`config.mk`:
```
export PLATFORM = sky130hd
export DESIGN_NAME = vla2d_front
export DESIGN_NICKNAME = d
export VERILOG_FILES = /design/src/vla2d_pkg.sv /design/src/vla2d_front.sv
export SDC_FILE = /design/constraint.sdc
export NUM_CORES = 1
export LEC_CHECK = 0
export ABC_AREA = 1
export BUFFER_PORTS_ARGS = -buffer_cell sky130_fd_sc_hd__buf_2
export CORE_MARGIN = 4
export CORE_UTILIZATION = 40
export CTS_CLUSTER_SIZE = 8
export DETAILED_ROUTE_END_ITERATION = 6
export PLACE_DENSITY = 0.75
export SETUP_SLACK_MARGIN = 0.4
export SLEW_MARGIN = 20
export SYNTH_ARGS = -nofsm -noshare
export SYNTH_HDL_FRONTEND = slang
export SYNTH_SLANG_ARGS = --single-unit
```
`constraint.sdc`:
```
create_clock -name clock -period 6.76 [get_ports clock]
set_clock_uncertainty 0.05 [all_clocks]
set_input_delay 0.338 -clock clock [delete_from_list [all_inputs] [get_ports clock]]
set_output_delay 0.338 -clock clock [all_outputs]
set_load 0.02 [all_outputs]
```
`src/vla2d_pkg.sv`:
```
`timescale 1ns / 1ps
// ----------------------------------------------------------------------------
// vla2d_pkg
// Shared widths, codes, constants and the arctangent table of the 2D vector
// length and azimuth block.
// ----------------------------------------------------------------------------
package vla2d_pkg;

   localparam int FIELD_WIDTH     = 32;
   localparam int LEN_WIDTH       = 33;
   localparam int RAD_WIDTH       = 31;
   localparam int DEG_WIDTH       = 25;
   localparam int TOL_WIDTH       = 16;
   localparam int BAM_WIDTH       = 32;
   localparam int GUARD_BITS      = 8;
   localparam int CSR_INDEX_WIDTH = 1;
   localparam int CSR_DATA_WIDTH  = 16;

   typedef enum logic [CSR_INDEX_WIDTH-1:0] {
      CSR_ANGLE_MODE = 1'b0,
      CSR_VERT_TOL   = 1'b1
   } csr_index_type;

   typedef enum logic {
      MODE_AZIMUTH  = 1'b0,
      MODE_CCW_EAST = 1'b1
   } angle_mode_type;

   // Inverse CORDIC gain, Q0.32.
   localparam logic [31:0] INV_GAIN_Q32     = 32'h9B74_EDA8;
   localparam logic [31:0] RAD_PER_TURN_Q28 = 32'd1686629713;
   localparam logic [31:0] DEG_PER_TURN_Q16 = 32'd23592960;
   localparam logic [LEN_WIDTH-1:0] LEN_MAX = {LEN_WIDTH{1'b1}};

   localparam logic [BAM_WIDTH-1:0] BAM_ZERO          = 32'h0000_0000;
   localparam logic [BAM_WIDTH-1:0] BAM_QUARTER       = 32'h4000_0000;
   localparam logic [BAM_WIDTH-1:0] BAM_HALF          = 32'h8000_0000;
   localparam logic [BAM_WIDTH-1:0] BAM_THREE_QUARTER = 32'hC000_0000;

   typedef struct packed {
      logic null_vec;
      logic vertical;
      logic dy_neg;
   } flags_type;

   // atan(2^-i) in binary-angle units, one full turn being 2^32.
   function automatic logic [BAM_WIDTH-1:0] atan_turn(input int idx);
      logic [BAM_WIDTH-1:0] val;
      case (idx)
         0:  val = 32'h2000_0000;
         1:  val = 32'h12E4_051E;
         2:  val = 32'h09FB_385B;
         3:  val = 32'h0511_11D4;
         4:  val = 32'h028B_0D43;
         5:  val = 32'h0145_D7E1;
         6:  val = 32'h00A2_F61E;
         7:  val = 32'h0051_7C55;
         8:  val = 32'h0028_BE53;
         9:  val = 32'h0014_5F2F;
         10: val = 32'h000A_2F98;
         11: val = 32'h0005_17CC;
         12: val = 32'h0002_8BE6;
         13: val = 32'h0001_45F3;
         14: val = 32'h0000_A2FA;
         15: val = 32'h0000_517D;
         16: val = 32'h0000_28BE;
         17: val = 32'h0000_145F;
         18: val = 32'h0000_0A30;
         19: val = 32'h0000_0518;
         20: val = 32'h0000_028C;
         21: val = 32'h0000_0146;
         22: val = 32'h0000_00A3;
         23: val = 32'h0000_0051;
         24: val = 32'h0000_0029;
         25: val = 32'h0000_0014;
         26: val = 32'h0000_000A;
         27: val = 32'h0000_0005;
         28: val = 32'h0000_0003;
         29: val = 32'h0000_0001;
         30: val = 32'h0000_0001;
         default: val = 32'h0000_0000;
      endcase
      return val;
   endfunction

endpackage

```
`src/vla2d_front.sv`:
```
`timescale 1ns / 1ps
// ----------------------------------------------------------------------------
// vla2d_front
// Two stages: coordinate differences, then null and vertical detection and
// the half-turn prerotation into the right half plane.
// ----------------------------------------------------------------------------
module vla2d_front
   import vla2d_pkg::*;
#(
   parameter int COORD_WIDTH = 32,
   parameter int DATA_WIDTH  = COORD_WIDTH + 12
) (
   input  logic                         clock,
   input  logic                         reset,
   input  logic                         in_valid,
   input  logic [FIELD_WIDTH-1:0]       x_start,
   input  logic [FIELD_WIDTH-1:0]       x_end,
   input  logic [FIELD_WIDTH-1:0]       y_start,
   input  logic [FIELD_WIDTH-1:0]       y_end,
   input  logic [TOL_WIDTH-1:0]         tolerance,
   output logic                         out_valid,
   output flags_type                    out_flags,
   output logic signed [DATA_WIDTH-1:0] out_x,
   output logic signed [DATA_WIDTH-1:0] out_y,
   output logic [BAM_WIDTH-1:0]         out_z
);

   localparam int DIFF_WIDTH = COORD_WIDTH + 1;

   // Only the low COORD_WIDTH bits of a field form the coordinate.
   function automatic logic signed [DIFF_WIDTH-1:0] coord_ext(
      input logic [FIELD_WIDTH-1:0] raw);
      logic [COORD_WIDTH-1:0] c;
      c = COORD_WIDTH'(raw);
      return DIFF_WIDTH'(signed'(c));
   endfunction

   logic                         valid_a_ff;
   logic signed [DIFF_WIDTH-1:0] dx_ff, dx_in;
   logic signed [DIFF_WIDTH-1:0] dy_ff, dy_in;

   assign dx_in = coord_ext(x_end) - coord_ext(x_start);
   assign dy_in = coord_ext(y_end) - coord_ext(y_start);

   always_ff @(posedge clock) begin
      if (reset) begin
         valid_a_ff <= 1'b0;
      end else begin
         valid_a_ff <= in_valid;
      end
      dx_ff <= dx_in;
      dy_ff <= dy_in;
   end

   logic                         dx_neg;
   logic signed [DATA_WIDTH-1:0] dx_wide, dy_wide;
   logic [DIFF_WIDTH-1:0]        adx;
   logic signed [DATA_WIDTH-1:0] x_in, y_in;
   logic [BAM_WIDTH-1:0]         z_in;
   flags_type                    flags_in;

   always_comb begin
      dx_neg  = dx_ff[DIFF_WIDTH-1];
      dx_wide = DATA_WIDTH'(dx_ff) <<< GUARD_BITS;
      dy_wide = DATA_WIDTH'(dy_ff) <<< GUARD_BITS;
      adx     = dx_neg ? $unsigned(-dx_ff) : $unsigned(dx_ff);
      // A vector pointing left is turned by half a turn first.
      x_in    = dx_neg ? -dx_wide : dx_wide;
      y_in    = dx_neg ? -dy_wide : dy_wide;
      z_in    = dx_neg ? BAM_HALF : BAM_ZERO;
      flags_in.null_vec = (dx_ff == '0) && (dy_ff == '0);
      flags_in.vertical = adx <= DIFF_WIDTH'(tolerance);
      flags_in.dy_neg   = dy_ff[DIFF_WIDTH-1];
   end

   logic                         valid_b_ff;
   flags_type                    flags_ff;
   logic signed [DATA_WIDTH-1:0] x_ff, y_ff;
   logic [BAM_WIDTH-1:0]         z_ff;

   always_ff @(posedge clock) begin
      if (reset) begin
         valid_b_ff <= 1'b0;
      end else begin
         valid_b_ff <= valid_a_ff;
      end
      flags_ff <= flags_in;
      x_ff     <= x_in;
      y_ff     <= y_in;
      z_ff     <= z_in;
   end

   assign out_valid = valid_b_ff;
   assign out_flags = flags_ff;
   assign out_x     = x_ff;
   assign out_y     = y_ff;
   assign out_z     = z_ff;

endmodule

```
==> qor_table.md, run 1 <==
| Metric | This run | Unit |
|---|---|---|
| Share of synthesized area occupied by flip-flops and latches | 29.73 | % |
| Routed wire length per instance | 13.31 | um |
| Worst reg2reg path depth | 14 | - |
| Num CTS Buffers | 17 | - |
| Number of synthesis warnings | 0 | - |
| Internal power | 2.055 | mW |
| Number of nets in the layout | 1823 | - |
| Placed wire-length estimate | 22010 | um |
| Met2 Resource Use GR | 27.64 | % |
| Clk buf depth | 2 | - |
| Final weighted congestion in routability-driven placement | 0.9276 | - |
| Data arrival at the endpoint of the critical path | 3.27 | ns |
| CP endpoint | out_flags[1]$_DFF_P_ | - |
| Number of core rows | 56 | - |
| Logic pwr share | 38.0 | % |
| Wire length of the first global-routing pass | 40480 | um |
| Outcome | completed | - |
| X dimension of the die | 163.7 | um |
| Max-slew violation count | 0 | - |
| Routed wire length | 25560 | um |
| Max-Cap Viols | 0 | - |
| # IOs | 271 | - |
| Critical path launch point | dx_ff[32]$_DFF_P_ | - |
| Syn Area/Cell | 7.171 | um^2 |
| Final worst path period need | 2.976 | ns |
| Worst reg2reg startpoint | dx_ff[32]$_DFF_P_ | - |
| Critical path startpoint category | register | - |
| Hold bufs inserted after CTS | 0 | - |
| Die outline area | 26790 | um^2 |
| Layout overhead on the synthesized area | 19.46 | % |
| Psw | 1.405 | mW |
| Via count | 8960 | - |
| Flop-to-flop setup slack | 3.78 | ns |
| Achievable Freq | 0.3360 | GHz |
| Highest-utilization routing layer at the global route stage | met1 | - |
| PwrDens | 298.8 | nW/um^2 |
| Leakage component of the power | 5.997 | nW |
| Net switching share of the total power | 40.60 | % |
| Met1 routing resource usage after global routing | 28.07 | % |
| Proportion of power drawn by the clock network | 26.0 | % |
| Placeable core region | 23680 | um^2 |
| Post-synth cell types | 47 | - |
| Maximum number of pins on one net before global-route repair | 62 | - |
| Tightest slew margin relative to the limit | 55.41 | % |
| Maximum ir drop on the vdd rail | 0.1487 | mV |
| Class of the tightest hold or removal check | in2reg | - |
| Vias in the first global route | 8450 | - |
| Skew-Pair Late Insertion Delay | 0.41 | ns |
| Syn Std Cell Area | 9696 | um^2 |
| Placed cells | 1889 | - |
| Number of hold violations in the final report | 0 | - |
| Initial core utilization | 40.94 | % |
| Capturing element type of the critical path | register | - |
| Clock slew seen by the registers of the worst setup and hold paths | 0.06 | ns |
| Combined global-route utilization of all metal layers | 18.48 | % |
| FF-to-FF End | out_flags[1]$_DFF_P_ | - |
| Vertical die dimension | 163.7 | um |
| Remaining global-route overflow | 0 | - |
| Count of non-filler cells in the finished layout | 1921 | - |
| Number of violations reported at the end of detailed-routing iteration 0 | 592 | - |
| Global routing usage on met3 | 2.359 | % |
| Number of storage elements in the synthesis netlist | 144 | - |
| Commonest non-fill, non-tap cell in the layout | nand2_1 | - |
| Largest fanout of any net on the critical path | 61 | - |
| Top library cells by usage in the layout, fill and taps aside | 253 x nand2_1, 223 x buf_2, 205 x inv_1 | - |
| Total setup violations reported at the end of the flow | 0 | - |
| Post-synthesis cell count | 1352 | - |
| Post-route fraction of the period consumed by the critical path | 44.02 | % |
| Setup Buffers After CTS | 0 | - |
| Fraction of final layout cells sized beyond drive strength 1 | 20.04 | % |
| Power share of the sequential group | 36.0 | % |
| Number of levels in the clock H-tree | 4 | - |
| Number of gates resized after CTS | 0 | - |
| Launch point of the worst hold path | reset | - |
| Primary FF master, synth | dfxtp_1 | - |
| Clk root buf | clkbuf_16 | - |
| CP Data Required Time | 7.05 | ns |
| First-pass DRT Iterations | 5 | - |
| Clock tree from TritonCTS | yes | - |
| Fraction of registers with async set/reset | 0 | % |
| Number of enable flip-flop cells after synthesis | 0 | - |
| Total number of clock tree sinks | 144 | - |
| Number of antenna violations at the first check in global routing | 2 | - |
| IO buf count | 223 | - |
| Tightest Pin Transition | 0.6681 | ns |
| Total negative slack | 0 | ns |
| Number of routed nets with antenna violations | 0 | - |
| Final routed DRC violation total | 0 | - |
| Critical path class | reg2reg | - |
| Number of vias per cell after detailed routing | 4.664 | - |
| Number of antenna diodes | 0 | - |
| Unrepaired setup endpoints after global routing | false | - |
## metal layers
layer | vias to the layer above | part of all wire [%]
li1 | 4708 | -
met3 | 19 | 6.6
met2 | 297 | 41
met5 | - | 0
met1 | 3936 | 51
met4 | 0 | 1.1
## logic make-up (layout without fill, tap and decap cells)
| group | Yosys count | count (layout) | synth area share [%] |
|---|---|---|---|
| simple gates | 559 | 559 | 25.84 |
| buf+inv | 264 | 465 | 12.22 |
| compound gates | 198 | 198 | 11.77 |
| flops | 144 | 144 | 29.73 |
| xor+xnor | 99 | 99 | 9.021 |
| fa+ha+maj | 87 | 87 | 11.38 |
| other cells | 1 | 50 | 0.03868 |
## synth_stat cells, types with 3 or more instances
master	count	area, um^2
o21ai_0	43	215.2
o211ai_1	4	30.03
xor2_1	67	586.8
inv_2	4	15.01
o21a_1	14	105.1
a21oi_1	95	475.5
nand4_1	20	125.1
nand3_2	5	50.05
nor4_1	5	31.28
a21boi_0	6	45.04
nand3_1	56	280.3
nand3b_1	5	37.54
o21ai_2	12	105.1
nor2_4	5	56.30
o21ai_1	9	45.04
clkbuf_1	3	11.26
nand2_2	17	106.4
buf_4	49	367.9
o221ai_1	7	61.31
dfxtp_1	144	2883
xnor2_1	31	271.5
nand2_1	253	949.7
ha_1	85	1064
nor2_1	157	589.3
nor3_1	13	65.06
nor2_2	9	56.30
inv_1	205	769.5
## state kept, by name, indices dropped and copies added (netlist names)
name and flops:
dx_ff 33, out_valid 1, dy_ff 33, out_y 36, out_flags 3, valid_a_ff 1
out_z 1, out_x 36
## power groups by stage
stage / clock network (mW) / registers [mW] / logic (mW)
3_5_place_dp: 0 / 1.27 / 1.31
3_3_place_gp: 0 / 1.26 / 1.29
2_1_floorplan: 0 / 1.43 / 0.730
6_report: 0.898 / 1.25 / 1.32
4_1_cts: 0.916 / 1.25 / 1.32
5_1_grt: 0.954 / 1.27 / 1.46
## worst min-delay path by stage
stage	endpoint	slack [ns]	depth (start not counted)
floorplan	out_x[8]$_DFF_P_	0.28	0
finish	out_valid$_SDFF_PP0_	0.05	2
CTS	out_valid$_SDFF_PP0_	0.03	2
global route	out_valid$_SDFF_PP0_	0.04	2
detailed placement	out_x[8]$_DFF_P_	0.29	0
global placement	out_x[8]$_DFF_P_	0.28	0
## final cells by class
| cell class | instances | area (um^2) |
|---|---|---|
| Clock buffer | 18 | 439.2 |
| Clock inverter | 14 | 140.1 |
| Fill cell | 2438 | 12100 |
| Inverter | 209 | 784.5 |
| Multi-Input combinational cell | 993 | 5812 |
| Sequential cell | 144 | 2884 |
| Tap cell | 319 | 399.1 |
| Timing Repair Buffer | 224 | 1124 |
## worst max-delay path: stages (launching register included)
cell and delay, ns:
dfxtp_2 0.31, buf_4 0.51, inv_1 0.51, a21oi_1 0.28, xor2_1 0.23, ha_1 0.27
nand2_1 0.08, nor2_1 0.05, a211oi_1 0.17, nand2_1 0.08, nand2_1 0.05, nand2_1 0.04
nand2_1 0.06, nand2_1 0.06, a21oi_2 0.11
## per-stage QoR
stage	utilization [%]	power, mW	worst slack (ns)	cell area (um^2)	hold slack [ns]
5_1_grt	48.91	3.685	3.462	11580	0.03570
2_1_floorplan	-	2.157	4.320	9879	0.2808
6_report	48.91	3.460	3.784	11580	0.04844
4_1_cts	48.91	3.480	3.788	11580	0.03278
3_3_place_gp	46.46	2.554	3.857	11000	0.2842
3_5_place_dp	46.46	2.576	3.835	11000	0.2944
Power figures use the tool's default switching activity.
==> inputs of run 2 (changes only) <==
--- a/config.mk
+++ b/config.mk
@@ -11,7 +11,7 @@
 export CORE_UTILIZATION = 40
 export CTS_CLUSTER_SIZE = 8
 export DETAILED_ROUTE_END_ITERATION = 6
-export PLACE_DENSITY = 0.75
+export PLACE_DENSITY = 0.77
 export SETUP_SLACK_MARGIN = 0.4
 export SLEW_MARGIN = 20
 export SYNTH_ARGS = -nofsm -noshare
==> constraint.sdc (replaced) <==
create_clock -name clock -period 2.5 [get_ports clock]
set_clock_uncertainty 0.05 [all_clocks]
set_input_delay 0.125 -clock clock [delete_from_list [all_inputs] [get_ports clock]]
set_output_delay 0.125 -clock clock [all_outputs]
set_load 0.02 [all_outputs]
==> qor_table.md, run 2 (same netlist as run 1, synthesis figures left out) <==
| Metric | This run | Unit | Delta |
|---|---|---|---|
| Outcome | completed | - |  |
| Flop-to-flop setup slack | 0.1 | ns | -3.69 ns |
| Clock slew seen by the registers of the worst setup and hold paths | 0.06 | ns | about the same |
| Worst reg2reg startpoint | dx_ff[0]$_DFF_P_ | - |  |
| Number of hold violations in the final report | 0 | - | unchanged |
| Number of vias per cell after detailed routing | 4.777 | - | +2.4% |
| Placed wire-length estimate | 22650 | um | +2.9% |
| Number of levels in the clock H-tree | 4 | - | unchanged |
| Leakage component of the power | 6.168 | nW | +2.9% |
| FF-to-FF End | out_flags[1]$_DFF_P_ | - |  |
| Critical path class | reg2reg | - |  |
| Wire length of the first global-routing pass | 41970 | um | +3.7% |
| Max-Cap Viols | 0 | - | unchanged |
| Clock tree from TritonCTS | yes | - |  |
| Placed cells | 1892 | - | +0.16% |
| Number of antenna violations at the first check in global routing | 2 | - | unchanged |
| Clk buf depth | 2 | - | unchanged |
| Total number of clock tree sinks | 144 | - | unchanged |
| Top library cells by usage in the layout, fill and taps aside | 242 x nand2_1, 223 x buf_2, 200 x inv_1 | - |  |
| Data arrival at the endpoint of the critical path | 2.70 | ns | -0.57 ns |
| Unrepaired setup endpoints after global routing | true | - |  |
| Final weighted congestion in routability-driven placement | 0.9200 | - | -0.82% |
| Maximum ir drop on the vdd rail | 0.4558 | mV | +210% |
| Die outline area | 26790 | um^2 | unchanged |
| # IOs | 271 | - | unchanged |
| Post-layout power | 9.719 | mW | +180% |
| Total setup violations reported at the end of the flow | 0 | - | unchanged |
| Vias in the first global route | 8722 | - | +3.2% |
| Achievable Freq | 0.4159 | GHz | +24% |
| Cells on Worst Hold Path | 3 | - | +1 |
| Max-slew violation count | 0 | - | unchanged |
| First-pass DRT Iterations | 5 | - | unchanged |
| Clk root buf | clkbuf_16 | - |  |
| Skew-Pair Late Insertion Delay | 0.41 | ns | about the same |
| Post-route fraction of the period consumed by the critical path | 96.17 | % | +52 points |
| Worst reg2reg path depth | 17 | - | +3 |
| Capturing element type of the critical path | register | - |  |
| Critical path startpoint category | register | - |  |
| Number of routed nets with antenna violations | 0 | - | unchanged |
| Launch point of the worst hold path | x_start[0] | - |  |
| Initial core utilization | 40.94 | % | unchanged |
| Design area | 11990 | um^2 | +3.5% |
| Commonest non-fill, non-tap cell in the layout | nand2_1 | - |  |
| Number of nets in the layout | 1847 | - | +1.3% |
| Final routed DRC violation total | 0 | - | unchanged |
| Number of core rows | 56 | - | unchanged |
| Pre-CTS setup slack | 0.1092 | ns | -3.725 ns |
| Final worst path period need | 2.404 | ns | -0.5717 ns |
| Largest fanout of any net on the critical path | 4 | - | -93% |
| Num CTS Buffers | 17 | - | unchanged |
| IO buf count | 223 | - | unchanged |
| X dimension of the die | 163.7 | um | unchanged |
| Remaining global-route overflow | 0 | - | unchanged |
| Count of non-filler cells in the finished layout | 1945 | - | +1.2% |
| Layout Utilization | 50.64 | % | +1.7 points |
| Number of antenna diodes | 0 | - | unchanged |
| Vertical die dimension | 163.7 | um | unchanged |
| Maximum number of pins on one net before global-route repair | 24 | - | -61% |
| Class of the tightest hold or removal check | in2reg | - |  |
| Routed wire length per instance | 13.79 | um | +3.6% |
| Routed wire length | 26810 | um | +4.9% |
| Layout overhead on the synthesized area | 23.69 | % |  |
| Slack of the critical path | 0.09569 | ns | -3.688 ns |
| Hold endpoint | dx_ff[0]$_DFF_P_ | - |  |
| Number of violations reported at the end of detailed-routing iteration 0 | 632 | - | +6.8% |
| Via count | 9292 | - | +3.7% |
| Post-detailed-placement cell area | 11060 | um^2 | +0.53% |
| Fraction of final layout cells sized beyond drive strength 1 | 23.49 | % | +3.5 points |
| PwrDens | 810.4 | nW/um^2 | +170% |
| CP Data Required Time | 2.80 | ns | -4.25 ns |
| Combined global-route utilization of all metal layers | 19.21 | % | +0.73 points |
| Placeable core region | 23680 | um^2 | unchanged |
## run 2: how the worst max path moves through the flow
stage | cells past startpoint | endpoint | from
after floorplan | 18 | out_flags[1]$_DFF_P_ | dx_ff[0]$_DFF_P_
after global placement | 18 | out_flags[1]$_DFF_P_ | dx_ff[0]$_DFF_P_
after detailed placement | 17 | out_flags[1]$_DFF_P_ | dx_ff[0]$_DFF_P_
after CTS | 18 | out_flags[1]$_DFF_P_ | dx_ff[0]$_DFF_P_
after global routing | 14 | out_flags[1]$_DFF_P_ | dx_ff[4]$_DFF_P_
final | 17 | out_flags[1]$_DFF_P_ | dx_ff[0]$_DFF_P_
## run 2: routing by layer
metal	wire length (um)	vias up	GRT usage [%]
li1	-	4755	-
met4	321	0	4.270
met2	11430	356	29.71
met3	1804	29	2.685
met1	13260	4152	28.44
met5	0	-	0
## run 2: critical path: stages (launching register included)
cell	delay [ns]
dfxtp_2	0.35
inv_4	0.05
ha_4	0.16
nand2_4	0.09
nor2_8	0.04
nand2_1	0.07
nand2_2	0.09
xnor2_1	0.33
ha_1	0.32
nand2_1	0.10
nor2_1	0.05
a211oi_1	0.20
nand2_1	0.08
nand2_1	0.05
nand2_1	0.04
nand2_1	0.07
nand2_1	0.07
a21oi_2	0.12
## run 2: final cells by class
| cell class | count | area, um^2 |
|---|---|---|
| tap | 319 | 399.1 |
| fill | 2362 | 11690 |
| sequential | 144 | 2893 |
| timing repair buffer | 248 | 1314 |
| multi-input combinational | 993 | 5983 |
| clock buffer | 19 | 442.9 |
| inverter | 209 | 787.0 |
| clock inverter | 13 | 173.9 |
## run 2: what timing repair did
item / CTS / global route
endpoints found under the setup margin: 3 / 16
resized for setup: 11 / 31
hold buffers: 4 / 0
pin swaps: 14 / 20
setup buffers: 9 / 8
hold endpoints to repair: 4 / 0
## run 2: stage by stage
step           hold WS, ns  TNS [ns]
6_report           0.03012         0
5_1_grt            0.02845  -0.06664
4_1_cts            0.01296         0
3_3_place_gp        0.2504         0
2_1_floorplan       0.1462         0
3_5_place_dp        0.2555         0
## run 2: report_power, final
| part | internal, mW | leakage [nW] | switching, mW |
|---|---|---|---|
| clock network | 1.62 | 0.297 | 0.980 |
| registers | 2.98 | 1.21 | 0.416 |
| logic | 1.31 | 4.66 | 2.42 |
| total | 5.91 | 6.17 | 3.81 |
==> inputs of run 3 (changes only) <==
--- a/config.mk
+++ b/config.mk
@@ -11,7 +11,7 @@
 export CORE_UTILIZATION = 40
 export CTS_CLUSTER_SIZE = 8
 export DETAILED_ROUTE_END_ITERATION = 6
-export PLACE_DENSITY = 0.77
+export PLACE_DENSITY = 0.75
 export SETUP_SLACK_MARGIN = 0.4
 export SLEW_MARGIN = 20
 export SYNTH_ARGS = -nofsm -noshare
==> constraint.sdc (replaced) <==
create_clock -name clock -period 2.9 [get_ports clock]
set_clock_uncertainty 0.05 [all_clocks]
set_input_delay 0.145 -clock clock [delete_from_list [all_inputs] [get_ports clock]]
set_output_delay 0.145 -clock clock [all_outputs]
set_load 0.02 [all_outputs]
==> qor_table.md, run 3 (same netlist as run 1, synthesis figures left out) <==
| Metric | This run | Unit | Delta |
|---|---|---|---|
| Outcome | completed | - |  |
| Fraction of final layout cells sized beyond drive strength 1 | 20.92 | % | -2.6 points |
| Pre-CTS setup slack | 0.3021 | ns | +0.1929 ns |
| Layout overhead on the synthesized area | 20.80 | % |  |
| Launch point of the worst hold path | x_start[0] | - |  |
| Post-route fraction of the period consumed by the critical path | 84.35 | % | -12 points |
| Via count | 9063 | - | -2.5% |
| Number of core rows | 56 | - | unchanged |
| Combined global-route utilization of all metal layers | 18.74 | % | -0.47 points |
| Routed wire length | 25730 | um | -4.0% |
| CP Data Required Time | 3.20 | ns | +0.40 ns |
| Post-detailed-placement cell area | 11020 | um^2 | -0.40% |
| Critical path class | reg2reg | - |  |
| Critical path startpoint category | register | - |  |
| Top library cells by usage in the layout, fill and taps aside | 252 x nand2_1, 223 x buf_2, 203 x inv_1 | - |  |
| Filler cell count in the final layout | 2391 | - | +1.2% |
| Clock slew seen by the registers of the worst setup and hold paths | 0.06 | ns | about the same |
| Number of vias per cell after detailed routing | 4.696 | - | -1.7% |
| Leakage component of the power | 6.042 | nW | -2.0% |
| Initial core utilization | 40.94 | % | unchanged |
| Slowest Stage Delay on Critical Path | 0.32 | ns | -0.03 ns |
| Design area | 11710 | um^2 | -2.3% |
| Unrepaired setup endpoints after global routing | true | - |  |
| Number of antenna diodes | 0 | - | unchanged |
| Wire length of the first global-routing pass | 40980 | um | -2.4% |
| Largest fanout of any net on the critical path | 7 | - | +3 |
| Die outline area | 26790 | um^2 | unchanged |
| X dimension of the die | 163.7 | um | unchanged |
| Capturing element type of the critical path | register | - |  |
| Most common cell type on the critical path | nand3_1 | - |  |
| Number of antenna violations at the first check in global routing | 1 | - | -1 |
| Clk root buf | clkbuf_16 | - |  |
| Final worst path period need | 2.446 | ns | +0.04179 ns |
| Slack of the critical path | 0.4539 | ns | +0.3582 ns |
| Hold endpoint | dx_ff[0]$_DFF_P_ | - |  |
| FF-to-FF End | out_flags[1]$_DFF_P_ | - |  |
| Max-slew violation count | 0 | - | unchanged |
| PwrDens | 692.1 | nW/um^2 | -15% |
| Placeable core region | 23680 | um^2 | unchanged |
| Worst reg2reg path depth | 15 | - | -2 |
| Number of levels in the clock H-tree | 4 | - | unchanged |
| Total number of clock tree sinks | 144 | - | unchanged |
| First-pass DRT Iterations | 5 | - | unchanged |
| Final weighted congestion in routability-driven placement | 0.9247 | - | +0.51% |
| Library cell contributing the largest single delay on the critical path | dfxtp_1 | - |  |
| Final routed DRC violation total | 0 | - | unchanged |
| Number of hold violations in the final report | 0 | - | unchanged |
| Commonest non-fill, non-tap cell in the layout | nand2_1 | - |  |
| Total negative slack | 0 | ns | unchanged |
| Cells on Worst Hold Path | 3 | - | unchanged |
| Vias in the first global route | 8561 | - | -1.8% |
| Hold slack | 0.05004 | ns | +0.01991 ns |
| Class of the tightest hold or removal check | in2reg | - |  |
| Flop-to-flop setup slack | 0.45 | ns | +0.36 ns |
| Achievable Freq | 0.4088 | GHz | -1.7% |
| Routed wire length per instance | 13.33 | um | -3.3% |
| Maximum number of pins on one net before global-route repair | 23 | - | -4.2% |
| Num CTS Buffers | 17 | - | unchanged |
| Clock tree from TritonCTS | yes | - |  |
| Number of violations reported at the end of detailed-routing iteration 0 | 568 | - | -10% |
| Worst reg2reg startpoint | dx_ff[0]$_DFF_P_ | - |  |
| Cells along the critical path | inv_2 > nand3_1 > nor2_2 > nand2_2 > nand2_4 > xor2_1 > ha_1 > nand2_1 > nor3b_2 > nand3_1 > nor2_1 > nand3_1 > nor2_1 > nand3_1 > a21oi_2 | - |  |
| Skew-Pair Late Insertion Delay | 0.42 | ns | about the same |
| Max-Cap Viols | 0 | - | unchanged |
| Total setup violations reported at the end of the flow | 0 | - | unchanged |
| Number of routed nets with antenna violations | 0 | - | unchanged |
| IO buf count | 223 | - | unchanged |
| Remaining global-route overflow | 0 | - | unchanged |
| Vertical die dimension | 163.7 | um | unchanged |
| # IOs | 271 | - | unchanged |
| Placed wire-length estimate | 22050 | um | -2.7% |
| Clk buf depth | 2 | - | unchanged |
| Data arrival at the endpoint of the critical path | 2.75 | ns | +0.05 ns |
| Maximum ir drop on the vdd rail | 0.3430 | mV | -25% |
| Number of nets in the layout | 1832 | - | -0.81% |
-- run 3: changes by cell type in the layout (fill, tap and decap cells not counted), sizes merged --
cell	change
clkinvlp	+1
dlygate4sd3	+1
buf	-16
inv	+3
bufinv	-3
clkbuf	-1
-- run 3: worst max-delay path by stage --
stage                       from                   end  cells after the start
2_1_floorplan  dx_ff[32]$_DFF_P_  out_flags[1]$_DFF_P_                     15
3_3_place_gp    dx_ff[0]$_DFF_P_  out_flags[1]$_DFF_P_                     18
3_5_place_dp    dx_ff[0]$_DFF_P_  out_flags[1]$_DFF_P_                     18
4_1_cts         dx_ff[1]$_DFF_P_  out_flags[1]$_DFF_P_                     18
5_1_grt         dx_ff[0]$_DFF_P_  out_flags[1]$_DFF_P_                     15
6_report        dx_ff[0]$_DFF_P_  out_flags[1]$_DFF_P_                     15
-- run 3: area by class of cell --
class | count | area (um^2) | area share (%)
multi-input combinational | 993 | 5863 | 50.06
sequential | 144 | 2887 | 24.64
timing repair buffer | 233 | 1204 | 10.28
inverter | 209 | 784.5 | 6.698
clock buffer | 18 | 439.2 | 3.750
tap | 319 | 399.1 | 3.408
clock inverter | 14 | 136.4 | 1.164
-- run 3: through the flow --
| stage | utilization (%) | power (mW) | std cells |
|---|---|---|---|
| after global placement | 46.52 | 5.962 | 1891 |
| final | 49.46 | 8.107 | 1930 |
| after floorplan | - | 5.028 | 1401 |
| after global routing | 49.46 | 8.642 | 1930 |
| after detailed placement | 46.52 | 6.011 | 1891 |
| after CTS | 49.20 | 8.133 | 1928 |
-- run 3: worst max-delay path: cells and delay by family, from the launching register on --
family | cells | cell delay [ns]
DFF | 1 | 0.32
adders and majority gates | 1 | 0.20
and+or+nand+nor | 11 | 1.28
AOI/OAI and AO/OA | 1 | 0.13
xor gates and xnor gates | 1 | 0.31
buffers and inverters | 1 | 0.09
-- run 3: metal layers --
layer	track usage (%)	vias up	wire, um
li1	-	4730	-
met1	28.82	3994	13300
met5	0	-	0
met4	4.461	0	283
met3	1.832	25	1519
met2	28.09	314	10640
-- run 3: repair_timing --
item	CTS	global route
buffers inserted	0	2
gates resized for setup	4	12
setup endpoints to repair	1	2
hold buffers	5	0
hold endpoints to repair	4	0
pin swaps	1	7
gates cloned	0	0
-- run 3: power breakdown --
group | leakage [nW] | switching [mW] | total, mW | internal (mW)
clock | 0.275 | 0.930 | 2.09 | 1.16
sequential | 1.21 | 0.350 | 2.92 | 2.57
combinational | 4.55 | 2.02 | 3.10 | 1.08
